===== src/sv/bvcp_pkg.sv =====
`default_nettype none

package bvcp_pkg;

  // field widths
  localparam int MV_W  = 16;
  localparam int PCT_W = 7;

  // full-charge value and curve storage
  localparam logic [PCT_W-1:0] PCT_MAX = 7'd100;
  localparam int TABLE_SLOTS = 64;

  // numerator of the rounded division: offset * rise + half span
  localparam int NUM_W = MV_W + PCT_W;
  // reciprocal scale, one bit above the numerator keeps the quotient error below one
  localparam int RCP_SHIFT = NUM_W + 1;
  localparam int RCP_W = RCP_SHIFT + 1;

  // pipeline depth, output register included
  localparam int STAGES = 7;

  // result selection codes
  localparam logic [1:0] CLS_SEG   = 2'd0;
  localparam logic [1:0] CLS_FULL  = 2'd1;
  localparam logic [1:0] CLS_EMPTY = 2'd2;
  localparam logic [1:0] CLS_FLAT  = 2'd3;

  typedef struct packed {
    logic [MV_W-1:0]  mv;
    logic [PCT_W-1:0] pct;
  } curve_point_t;

  // descending open-circuit voltage curve of a 4.2 V lithium-polymer cell
  localparam curve_point_t OCV_TABLE [TABLE_SLOTS] = '{
    0:  '{16'd4200, 7'd100},
    1:  '{16'd4150, 7'd95},
    2:  '{16'd4110, 7'd90},
    3:  '{16'd4080, 7'd85},
    4:  '{16'd4020, 7'd80},
    5:  '{16'd3980, 7'd75},
    6:  '{16'd3950, 7'd70},
    7:  '{16'd3910, 7'd65},
    8:  '{16'd3870, 7'd60},
    9:  '{16'd3850, 7'd55},
    10: '{16'd3840, 7'd50},
    11: '{16'd3820, 7'd45},
    12: '{16'd3800, 7'd40},
    13: '{16'd3790, 7'd35},
    14: '{16'd3770, 7'd30},
    15: '{16'd3750, 7'd25},
    16: '{16'd3730, 7'd20},
    17: '{16'd3710, 7'd16},
    18: '{16'd3690, 7'd13},
    19: '{16'd3610, 7'd10},
    20: '{16'd3520, 7'd7},
    21: '{16'd3420, 7'd5},
    22: '{16'd3300, 7'd3},
    23: '{16'd3000, 7'd0},
    default: '0
  };

endpackage

`default_nettype wire


===== src/sv/battery_voltage_to_charge_percent.sv =====
// throughput: one word per cycle while the output does not stall;
// seven register stages with a valid bit each, the widest being the numerator
// by reciprocal multiply
// a stall on the output holds every full stage, empty stages still fill
// reset: synchronous, active high, clears the valid bits only
`default_nettype none

module battery_voltage_to_charge_percent
  import bvcp_pkg::*;
#(
  parameter int CURVE_POINTS = 24
) (
  input  wire logic             clk,
  input  wire logic             rst,
  input  wire logic             voltage_valid,
  output logic                  voltage_ready,
  input  wire logic [MV_W-1:0]  voltage_mv,
  output logic                  charge_valid,
  input  wire logic             charge_ready,
  output logic [PCT_W-1:0]      charge_percent
);

  localparam int IDX_W = $clog2(CURVE_POINTS);

  // per-segment constants, segment g runs from point g up to point g-1
  logic [MV_W-1:0]  seg_lo_mv  [CURVE_POINTS];
  logic [MV_W-1:0]  seg_span   [CURVE_POINTS];
  logic [MV_W-2:0]  seg_half   [CURVE_POINTS];
  logic [PCT_W-1:0] seg_lo_pct [CURVE_POINTS];
  logic [PCT_W-1:0] seg_diff   [CURVE_POINTS];
  logic [RCP_W-1:0] seg_rcp    [CURVE_POINTS];
  logic             seg_flat   [CURVE_POINTS];

  for (genvar g = 0; g < CURVE_POINTS; g++) begin : g_seg
    localparam int HI_IDX = (g == 0) ? 0 : g - 1;
    localparam int LO_MV  = int'(OCV_TABLE[g].mv);
    localparam int HI_MV  = int'(OCV_TABLE[HI_IDX].mv);
    localparam int LO_P   = int'(OCV_TABLE[g].pct);
    localparam int HI_P   = int'(OCV_TABLE[HI_IDX].pct);
    localparam bit FLAT   = (g == 0) || (HI_MV <= LO_MV) || (HI_P < LO_P);
    localparam int SPAN   = FLAT ? 1 : HI_MV - LO_MV;
    localparam int DIFF   = FLAT ? 0 : HI_P - LO_P;
    localparam longint RCP = (longint'(1) << RCP_SHIFT) / SPAN;
    localparam int HALF   = SPAN / 2;
    assign seg_lo_mv[g]  = MV_W'(LO_MV);
    assign seg_span[g]   = MV_W'(SPAN);
    assign seg_half[g]   = (MV_W-1)'(HALF);
    assign seg_lo_pct[g] = PCT_W'(LO_P);
    assign seg_diff[g]   = PCT_W'(DIFF);
    assign seg_rcp[g]    = RCP_W'(RCP);
    assign seg_flat[g]   = FLAT;
  end

  // stage advance chain, a stage loads when it is empty or its successor moves
  logic [STAGES-1:0] vld;
  logic [STAGES-1:0] adv;

  always_comb begin
    adv[STAGES-1] = !vld[STAGES-1] || charge_ready;
    for (int k = STAGES - 2; k >= 0; k--) begin
      adv[k] = !vld[k] || adv[k+1];
    end
  end

  assign voltage_ready = adv[0];
  assign charge_valid  = vld[STAGES-1];

  always_ff @(posedge clk) begin
    if (rst) begin
      vld <= '0;
    end else begin
      if (adv[0]) begin
        vld[0] <= voltage_valid;
      end
      for (int k = 1; k < STAGES; k++) begin
        if (adv[k]) begin
          vld[k] <= vld[k-1];
        end
      end
    end
  end

  // stage 1: compare against every curve point
  logic [MV_W-1:0]         mv1;
  logic [CURVE_POINTS-1:1] ge1;
  logic                    top1;
  logic                    bot1;
  logic [CURVE_POINTS-1:1] ge_a;

  always_comb begin
    for (int i = 1; i < CURVE_POINTS; i++) begin
      ge_a[i] = voltage_mv >= OCV_TABLE[i].mv;
    end
  end

  always_ff @(posedge clk) begin
    if (adv[0]) begin
      mv1  <= voltage_mv;
      ge1  <= ge_a;
      top1 <= voltage_mv >= OCV_TABLE[0].mv;
      bot1 <= voltage_mv <= OCV_TABLE[CURVE_POINTS-1].mv;
    end
  end

  // stage 2: first point from the top at or below the voltage
  logic [MV_W-1:0]  mv2;
  logic [IDX_W-1:0] idx2;
  logic             top2;
  logic             bot2;
  logic [IDX_W-1:0] idx_b;

  always_comb begin
    idx_b = '0;
    for (int i = CURVE_POINTS - 1; i >= 1; i--) begin
      if (ge1[i]) begin
        idx_b = IDX_W'(i);
      end
    end
  end

  always_ff @(posedge clk) begin
    if (adv[1]) begin
      mv2  <= mv1;
      idx2 <= idx_b;
      top2 <= top1;
      bot2 <= bot1;
    end
  end

  // stage 3: segment lookup and offset into the segment
  logic [MV_W-1:0]  off3;
  logic [PCT_W-1:0] diff3;
  logic [MV_W-2:0]  half3;
  logic [MV_W-1:0]  span3;
  logic [RCP_W-1:0] rcp3;
  logic [PCT_W-1:0] lopct3;
  logic [1:0]       cls3;
  logic [1:0]       cls_c;

  always_comb begin
    if (top2) begin
      cls_c = CLS_FULL;
    end else if (bot2) begin
      cls_c = CLS_EMPTY;
    end else if (seg_flat[idx2]) begin
      cls_c = CLS_FLAT;
    end else begin
      cls_c = CLS_SEG;
    end
  end

  always_ff @(posedge clk) begin
    if (adv[2]) begin
      off3   <= mv2 - seg_lo_mv[idx2];
      diff3  <= seg_diff[idx2];
      half3  <= seg_half[idx2];
      span3  <= seg_span[idx2];
      rcp3   <= seg_rcp[idx2];
      lopct3 <= seg_lo_pct[idx2];
      cls3   <= cls_c;
    end
  end

  // stage 4: numerator, offset times rise plus half the span
  logic [NUM_W-1:0] num4;
  logic [MV_W-1:0]  span4;
  logic [RCP_W-1:0] rcp4;
  logic [PCT_W-1:0] lopct4;
  logic [1:0]       cls4;
  logic [NUM_W-1:0] mul_d;

  assign mul_d = NUM_W'(off3) * NUM_W'(diff3);

  always_ff @(posedge clk) begin
    if (adv[3]) begin
      num4   <= mul_d + NUM_W'(half3);
      span4  <= span3;
      rcp4   <= rcp3;
      lopct4 <= lopct3;
      cls4   <= cls3;
    end
  end

  // stage 5: trial quotient by reciprocal, at most one short
  logic [NUM_W-1:0]       num5;
  logic [MV_W-1:0]        span5;
  logic [PCT_W-1:0]       q05;
  logic [PCT_W-1:0]       lopct5;
  logic [1:0]             cls5;
  logic [NUM_W+RCP_W-1:0] prod_e;

  assign prod_e = (NUM_W+RCP_W)'(num4) * (NUM_W+RCP_W)'(rcp4);

  always_ff @(posedge clk) begin
    if (adv[4]) begin
      num5   <= num4;
      span5  <= span4;
      q05    <= prod_e[RCP_SHIFT +: PCT_W];
      lopct5 <= lopct4;
      cls5   <= cls4;
    end
  end

  // stage 6: remainder check and quotient correction
  logic [PCT_W-1:0] q6;
  logic [PCT_W-1:0] lopct6;
  logic [1:0]       cls6;
  logic [NUM_W-1:0] qs_f;
  logic [NUM_W-1:0] rem_f;

  assign qs_f  = NUM_W'(q05) * NUM_W'(span5);
  assign rem_f = num5 - qs_f;

  always_ff @(posedge clk) begin
    if (adv[5]) begin
      q6     <= q05 + PCT_W'(rem_f >= NUM_W'(span5));
      lopct6 <= lopct5;
      cls6   <= cls5;
    end
  end

  // stage 7: pick the result and limit to full charge
  logic [PCT_W:0]   sum_g;
  logic [PCT_W-1:0] res_g;

  assign sum_g = (PCT_W+1)'(lopct6) + (PCT_W+1)'(q6);

  always_comb begin
    case (cls6)
      CLS_FULL:  res_g = PCT_MAX;
      CLS_EMPTY: res_g = '0;
      CLS_FLAT:  res_g = (lopct6 > PCT_MAX) ? PCT_MAX : lopct6;
      CLS_SEG:   res_g = (sum_g > (PCT_W+1)'(PCT_MAX)) ? PCT_MAX : sum_g[PCT_W-1:0];
      default:   res_g = '0;
    endcase
  end

  always_ff @(posedge clk) begin
    if (adv[6]) begin
      charge_percent <= res_g;
    end
  end

`ifndef NO_ASSERTIONS
  // a delivered charge never exceeds full
  a_pct_range: assert property (@(posedge clk) disable iff (rst)
    charge_valid |-> (charge_percent <= PCT_MAX))
    else $error("charge word above full charge");

  // reciprocal quotient is never more than one short
  a_rem_bound: assert property (@(posedge clk) disable iff (rst)
    (vld[4] && (cls5 == CLS_SEG)) |-> (rem_f < (NUM_W'(span5) << 1)))
    else $error("remainder outside two spans");

  // input back-pressure only while the output is held
  a_ready_stall: assert property (@(posedge clk) disable iff (rst)
    !voltage_ready |-> (charge_valid && !charge_ready))
    else $error("input stalled with free output");

  // nothing presented right after reset
  a_reset_empty: assert property (@(posedge clk)
    rst |=> !charge_valid)
    else $error("charge word valid after reset");
`endif

endmodule

`default_nettype wire


===== config.mk =====
export PLATFORM = sky130hd
export DESIGN_NAME = battery_voltage_to_charge_percent
export DESIGN_NICKNAME = d
export VERILOG_FILES = /design/src/sv/bvcp_pkg.sv /design/src/sv/battery_voltage_to_charge_percent.sv
export SDC_FILE = /design/constraint.sdc
export NUM_CORES = 1
export LEC_CHECK = 0
export BUFFER_PORTS_ARGS = -buffer_cell sky130_fd_sc_hd__buf_2
export CAP_MARGIN = 30
export CORE_MARGIN = 2
export CORE_UTILIZATION = 45
export CTS_CLUSTER_DIAMETER = 50
export DETAILED_ROUTE_END_ITERATION = 10
export GPL_TIMING_DRIVEN = 0
export SLEW_MARGIN = 20
export SYNTH_ARGS = -nofsm -noshare
export SYNTH_HDL_FRONTEND = slang
export SYNTH_SLANG_ARGS = --single-unit

===== constraint.sdc =====
create_clock -name clk -period 18.4 [get_ports clk]
set_input_delay 1.84 -clock clk [delete_from_list [all_inputs] [get_ports clk]]
set_output_delay 1.84 -clock clk [all_outputs]
set_load 0.01 [all_outputs]

==> results of run 1 <==
-- how the worst max path moves through the flow --
stage / from / end / slack (ns)
after floorplan: rcp4[11]$_DFFE_PP_ / q05[6]$_DFFE_PP_ / 11.66
after global placement: rcp4[11]$_DFFE_PP_ / q05[6]$_DFFE_PP_ / 9.98
after detailed placement: rcp4[11]$_DFFE_PP_ / q05[6]$_DFFE_PP_ / 10.18
after CTS: rcp4[11]$_DFFE_PP_ / q05[6]$_DFFE_PP_ / 10.17
after global routing: rcp4[11]$_DFFE_PP_ / q05[6]$_DFFE_PP_ / 9.82
final: rcp4[13]$_DFFE_PP_ / q05[6]$_DFFE_PP_ / 10.13
-- cell families (layout without fill, tap and decap cells) --
kind of cell             after synthesis  count (layout)  share of synthesized area, %
multiplexers                           3               3                         0.112
flip-flops                           251             251                          27.9
AND/OR/NAND/NOR                      762             762                          13.4
AO/OA/AOI/OAI                        327             327                          7.94
XOR/XNOR                              75              75                          2.48
adder cells (fa/ha/maj)              611             611                          38.7
buffers and inverters                674             765                          9.47
-- Yosys cell counts, drive strengths merged (6+ instances only) --
| cell | number | area [um^2] |
|---|---|---|
| inv | 566 | 2120 |
| nand2 | 380 | 1430 |
| fa | 365 | 7310 |
| ha | 246 | 3080 |
| edfxtp | 244 | 7330 |
| and2 | 184 | 1150 |
| clkbuf | 101 | 379 |
| a21oi | 92 | 460 |
| o21ai | 85 | 433 |
| nor2 | 81 | 304 |
| xnor2 | 56 | 498 |
| a21o | 28 | 210 |
| nand3 | 25 | 125 |
| a31oi | 23 | 159 |
| xor2 | 19 | 166 |
| nor3 | 18 | 90.1 |
| a211oi | 16 | 125 |
| nand2b | 15 | 93.8 |
| o21a | 13 | 97.6 |
| nor2b | 11 | 68.8 |
| nor4 | 11 | 68.8 |
| nand4 | 10 | 62.6 |
| o31ai | 9 | 72.6 |
| and3 | 7 | 43.8 |
| buf | 7 | 33.8 |
| dfxtp | 7 | 140 |
| o211ai | 7 | 52.6 |
| or2 | 7 | 43.8 |
| a2111oi | 6 | 77.6 |
| o21bai | 6 | 45.0 |
-- worst max-delay path, stage by stage (launching register included) --
cell and delay [ns]:
edfxtp_1 0.45, clkbuf_1 0.48, clkbuf_1 0.57, nand2_1 0.30
fa_1 0.56, inv_1 0.05, fa_1 0.52, inv_1 0.05
fa_1 0.49, inv_1 0.05, fa_1 0.47, inv_1 0.06
fa_1 0.53, fa_1 0.56, inv_1 0.06, fa_1 0.52
ha_1 0.37, nand3_1 0.23, or4_1 0.59, o21ai_2 0.45
o311ai_4 0.16, a21boi_2 0.20, nor2_1 0.08, o311ai_1 0.25
-- registers in the layout, indices dropped and copies added, names as in the netlist, 8 cells and up --
signal / count
ge1: 23
rcp3: 21
num4: 20
num5: 20
rcp4: 20
mv1: 16
mv2: 16
off3: 16
span4: 8
span5: 8
-- metal layers --
metal / vias up / GRT usage (%)
li1: 8717 / -
met3: 137 / 4.12
met4: 0 / 6.83
met1: 9415 / 32.8
met5: - / 0
met2: 584 / 38.1
-- area by class of cell --
type	count	area [um^2]
inverters	566	2130
multi-input cells	1778	16800
well taps	773	967
plain buffers	108	413
flip-flops and latches	251	7470
clock buffers	31	754
clock inverters	25	342
fillers	5444	29800
repair buffers	35	225
-- layout by cell type, fill, tap and decap left out, drive strengths merged, types with 9 or more instances in the layout --
cell / netlist / routed
a211oi: 16 / 16
a31oi: 23 / 23
buf: 7 / 42
o31ai: 9 / 9
nor4: 11 / 11
inv: 566 / 573
fa: 365 / 365
nand2b: 15 / 15
a21o: 28 / 28
a21oi: 92 / 92
xor2: 19 / 19
nand2: 380 / 380
nand4: 10 / 10
nor2: 81 / 81
clkbuf: 101 / 132
nand3: 25 / 25
ha: 246 / 246
nor2b: 11 / 11
clkinv: 0 / 11
edfxtp: 244 / 244
nor3: 18 / 18
and2: 184 / 184
o21a: 13 / 13
o21ai: 85 / 85
xnor2: 56 / 56
-- metrics by stage --
step	setup slack [ns]	cells	cell area, um^2
floorplan	11.66	2703	26800
global placement	9.98	3504	27900
detailed placement	10.18	3511	28000
CTS	10.17	3567	29100
global route	9.82	3567	29100
finish	10.13	3567	29100
==> reports/metrics.csv, run 1 <==
metric;value;unit
Setup crit start kind;flop;
setup violators final;0;
Ys Warns;0;
Final TNS setup;0;ns
initial core utilization;45.5;%
metal3 WL;4.90;mm
status;completed;
worst hold path class;flop to flop;
I/O pin cnt;29;
Routed Antenna Nets;0;
die span in x;248;um
Hold Crit Start;rcp3[12]$_DFFE_PP_;
number of synthesized flops with an enable pin;244;
die height;248;um
worst hold slack;0.393;ns
drc violations;0;
Post-Route WL;69.6;mm
final net count;3401;
Fmax achieved;121;MHz
Worst Setup Path Type;flop to flop;
Core Util, Final;49.4;%
actual slew at the worst max-slew pin;1.10;ns
Tcrit/Tclk final;44.9;%
DR pass1 iterations;5;
Synthesized Nets;3334;
wire per inst;19.5;um
Num CTS Buffers;30;
CTS max path bufs;3;
gr usage total;23.6;%
sink of the worst hold path;rcp4[12]$_DFFE_PP_;
Yosys cell types;73;
RSZ-0062 raised after global routing;no;
wire length on met2;32.1;mm
clk_lat worst skew;0.60;ns
Post-Syn Area;26800;um^2
Remaining Overflow, GRT;0;
M1 WL;30.4;mm
CTS tree;built;
htree depth;1;
Tmin final;8.27;ns
Setup Fix Bufs, Post-CTS;0;
largest net degree at the start of global routing;58;
core area;58900;um^2
Avg Inst Size Synth;9.92;um^2
Reg clk slew, reported paths;0.06;ns
Max FO, Critical Path;10;
R2R Setup Slk;10.13;ns
initial antenna violation count;0;
global-route wire length before repair;112;mm
number of buffers inserted by port buffering;28;
CTS root buf;clkbuf_16;
Cells after Synth;2703;
vias per cell;5.29;
share of cells above drive strength 1;4.26;%
DP Wirelength;56.1;mm
R2R Path End;q05[6]$_DFFE_PP_;
Max Cap Violations;0;
sequential fraction of the synthesis area;27.9;%
WP data required;18.77;ns
Vias;18900;
vias in the first global route;19900;
top_reg_cell synth;edfxtp_1;
number of gates resized after cts;0;
row count;89;
Layout area overhead;8.59;%
worst r2r path cells;23;
DR iter-0 viols;1231;
hold depth;0;
CTS Hold Bufs;0;
Placer Congestion;0.945;
CP arrival;8.64;ns
die area;61500;um^2
CP Capture Type;flop;
clock sinks;251;
pins over their slew limit;0;
Final Hold Fails;0;
Yosys reg bits;251;
Async SR Flop Fraction;0;%
clock skew;0.0561;ns
top routing layer in use;met4;
reg2reg start;rcp4[13]$_DFFE_PP_;
relative slew slack;26.8;%
Ant. Diodes;0;
Power of run 1 is not shown: default switching activity piles up to over one toggle a cycle in this logic, so the estimate is an artifact.
==> inputs of run 2 (changes only) <==
- clock period: 18.4 -> 6.7 ns (I/O delays scaled with it)
==> run 2 against run 1 <==
Non-clock buffer count increased by 95. Cell area grew 5.5%. The run now ends with negative setup slack left. Fmax is 21% higher. Critical path type unchanged. Clock-buffer cell count up 1. Largest cell class unchanged. Sequential cell count unchanged. Worst hold slack got worse by 0.12 ns. Register-to-register slack worse by 10 ns. Wire length grew 3.4%. Worst setup slack worse by 10 ns. Via count is 2.5% higher. Clock skew down 0.024 ns.
==> reports/metrics.csv, run 2 (synthesis gave the netlist of run 1 again) <==
metric;value;unit;change
Final Hold Fails;0;;unchanged
clk_lat worst skew;0.58;ns;-0.02 ns
Max Cap Violations;0;;unchanged
die height;248;um;unchanged
Reg clk slew, reported paths;0.06;ns;about the same
largest register by flop count;ge1;;
I/O pin cnt;29;;unchanged
slowest CP cell;fa_1;;
DR iter-0 viols;1306;;+6.1%
CTS tree;built;;
Max FO, Critical Path;6;;-4
CTS root buf;clkbuf_16;;
Placer Congestion;0.946;;+0.13%
gr usage total;24.1;%;+0.49 points
number of buffers inserted by port buffering;28;;unchanged
wire per inst;19.7;um;+0.87%
worst hold slack;0.273;ns;-0.119 ns
die area;61500;um^2;unchanged
actual slew at the worst max-slew pin;0.950;ns;-0.149 ns
Worst Setup Path Type;flop to flop;;
status;finished with violations;;
most common cell after layout, fill and taps aside;inv_1;;
CP Capture Type;flop;;
Multi-input gate area;17200;um^2;+2.1%
final net count;3495;;+2.8%
clock sinks;251;;unchanged
relative slew slack;36.1;%;+9.3 points
row count;89;;unchanged
share of cells above drive strength 1;11.8;%;+7.6 points
Num CTS Buffers;29;;-3.3%
total area of sequential cells;7470;um^2;unchanged
WP data required;7.02;ns;-11.75 ns
Setup WS post-layout;-0.157;ns;-10.29 ns
most frequent cells in the layout;inv_1, nand2_1, fa_1;;
DP Wirelength;56.2;mm;+0.11%
Routed Antenna Nets;0;;unchanged
setup violators final;3;;+3
max reg flops;23;;unchanged
drc violations;0;;unchanged
RSZ-0062 raised after global routing;yes;;
Top cell by count, worst path;fa_1;;
Setup crit start kind;flop;;
Vias;19300;;+2.5%
die span in x;248;um;unchanged
initial core utilization;45.5;%;unchanged
initial antenna violation count;5;;+5
worst hold path class;input pin to flop;;
Final TNS setup;-0.296;ns;-0.296 ns
pins over their slew limit;0;;unchanged
htree depth;1;;unchanged
Top Registers;ge1: 23 flops, rcp3: 21 flops;;
Remaining Overflow, GRT;0;;unchanged
Tcrit/Tclk final;102;%;+57 points
global-route wire length before repair;113;mm;+1.6%
violated checks;negative setup slack;;
Layout area overhead;14.5;%;
vias in the first global route;19900;;-0.15%
Tmin final;6.86;ns;-1.41 ns
Fillers;5252;;-3.5%
CTS max path bufs;3;;unchanged
core area;58900;um^2;unchanged
clock skew;0.0317;ns;-0.0244 ns
CP arrival;7.17;ns;-1.47 ns
DR pass1 iterations;5;;unchanged
CP max stage delay;0.58;ns;about the same
Post-Route WL;72.0;mm;+3.4%
vias per cell;5.28;;about the same
Fmax achieved;146;MHz;+21%
Core Util, Final;52.1;%;+2.7 points
largest net degree at the start of global routing;58;;unchanged
[run 2: cell count changes in the layout (fill, tap and decap cells not counted), sizes merged, moves of 2 or more]
cell and delta:
buf +133, clkinvlp -2, clkinv -3, clkbuf -37
[run 2: repair_timing]
item | 4_1_cts | 5_1_grt
gates resized for setup | 165 | 99
gates cloned | 1 | 3
pin swaps | 28 | 58
setup endpoints to repair | 13 | 12
hold buffers | 0 | 0
setup buffers | 43 | 60
[run 2: final timing paths]
path / cells past startpoint / from / slack (ns) / endpoint
setup / recovery: 25 / rcp4[13]$_DFFE_PP_ / -0.16 / q05[5]$_DFFE_PP_
hold / removal: 1 / voltage_mv[2] / 0.27 / mv1[2]$_DFFE_PP_
setup reg to reg: 25 / rcp4[13]$_DFFE_PP_ / -0.16 / q05[5]$_DFFE_PP_
hold reg to reg: 0 / cls4[0]$_DFFE_PP_ / 0.40 / cls5[0]$_DFFE_PP_
[run 2: layout make-up]
cell class                      instances  share of cell area [%]
Inverter                              566                    6.93
Sequential cell                       251                    24.3
Antenna cell                            1                 0.00815
Clock inverter                         18                   0.779
Multi-Input combinational cell       1778                    55.9
Tap cell                              773                    3.15
Buffer                                 99                    2.74
Clock buffer                           32                    2.40
Timing Repair Buffer                  139                    3.76
[run 2: worst max-delay path, delay by kind of cell, from the launching register on]
kind	cells	cell delay, ns
buffers and inverters	9	0.84
adder cells (fa/ha/maj)	8	3.90
AO/OA/AOI/OAI	3	0.49
AND/OR/NAND/NOR	4	0.84
XOR/XNOR	1	0.11
flip-flops	1	0.40
[run 2: through the flow]
stage               cell area [um^2]  worst slack [ns]  std cells
floorplan                      26800            0.0412       2703
global placement               27900             -1.40       3504
detailed placement             28000             -1.35       3509
CTS                            29900            -0.118       3594
global route                   30700            -0.301       3657
finish                         30700            -0.157       3657
[run 2: per-layer routing]
layer	up-vias	GRT usage, %	part of all wire (%)	routed length (um)
met2	660	40.0	47	33500
met5	-	0	0	0
met4	0	5.65	3.2	2320
met3	149	4.00	7.2	5200
met1	9625	33.2	43	30900
li1	8882	-	-	-
Power of run 2 is left out for the same reason.
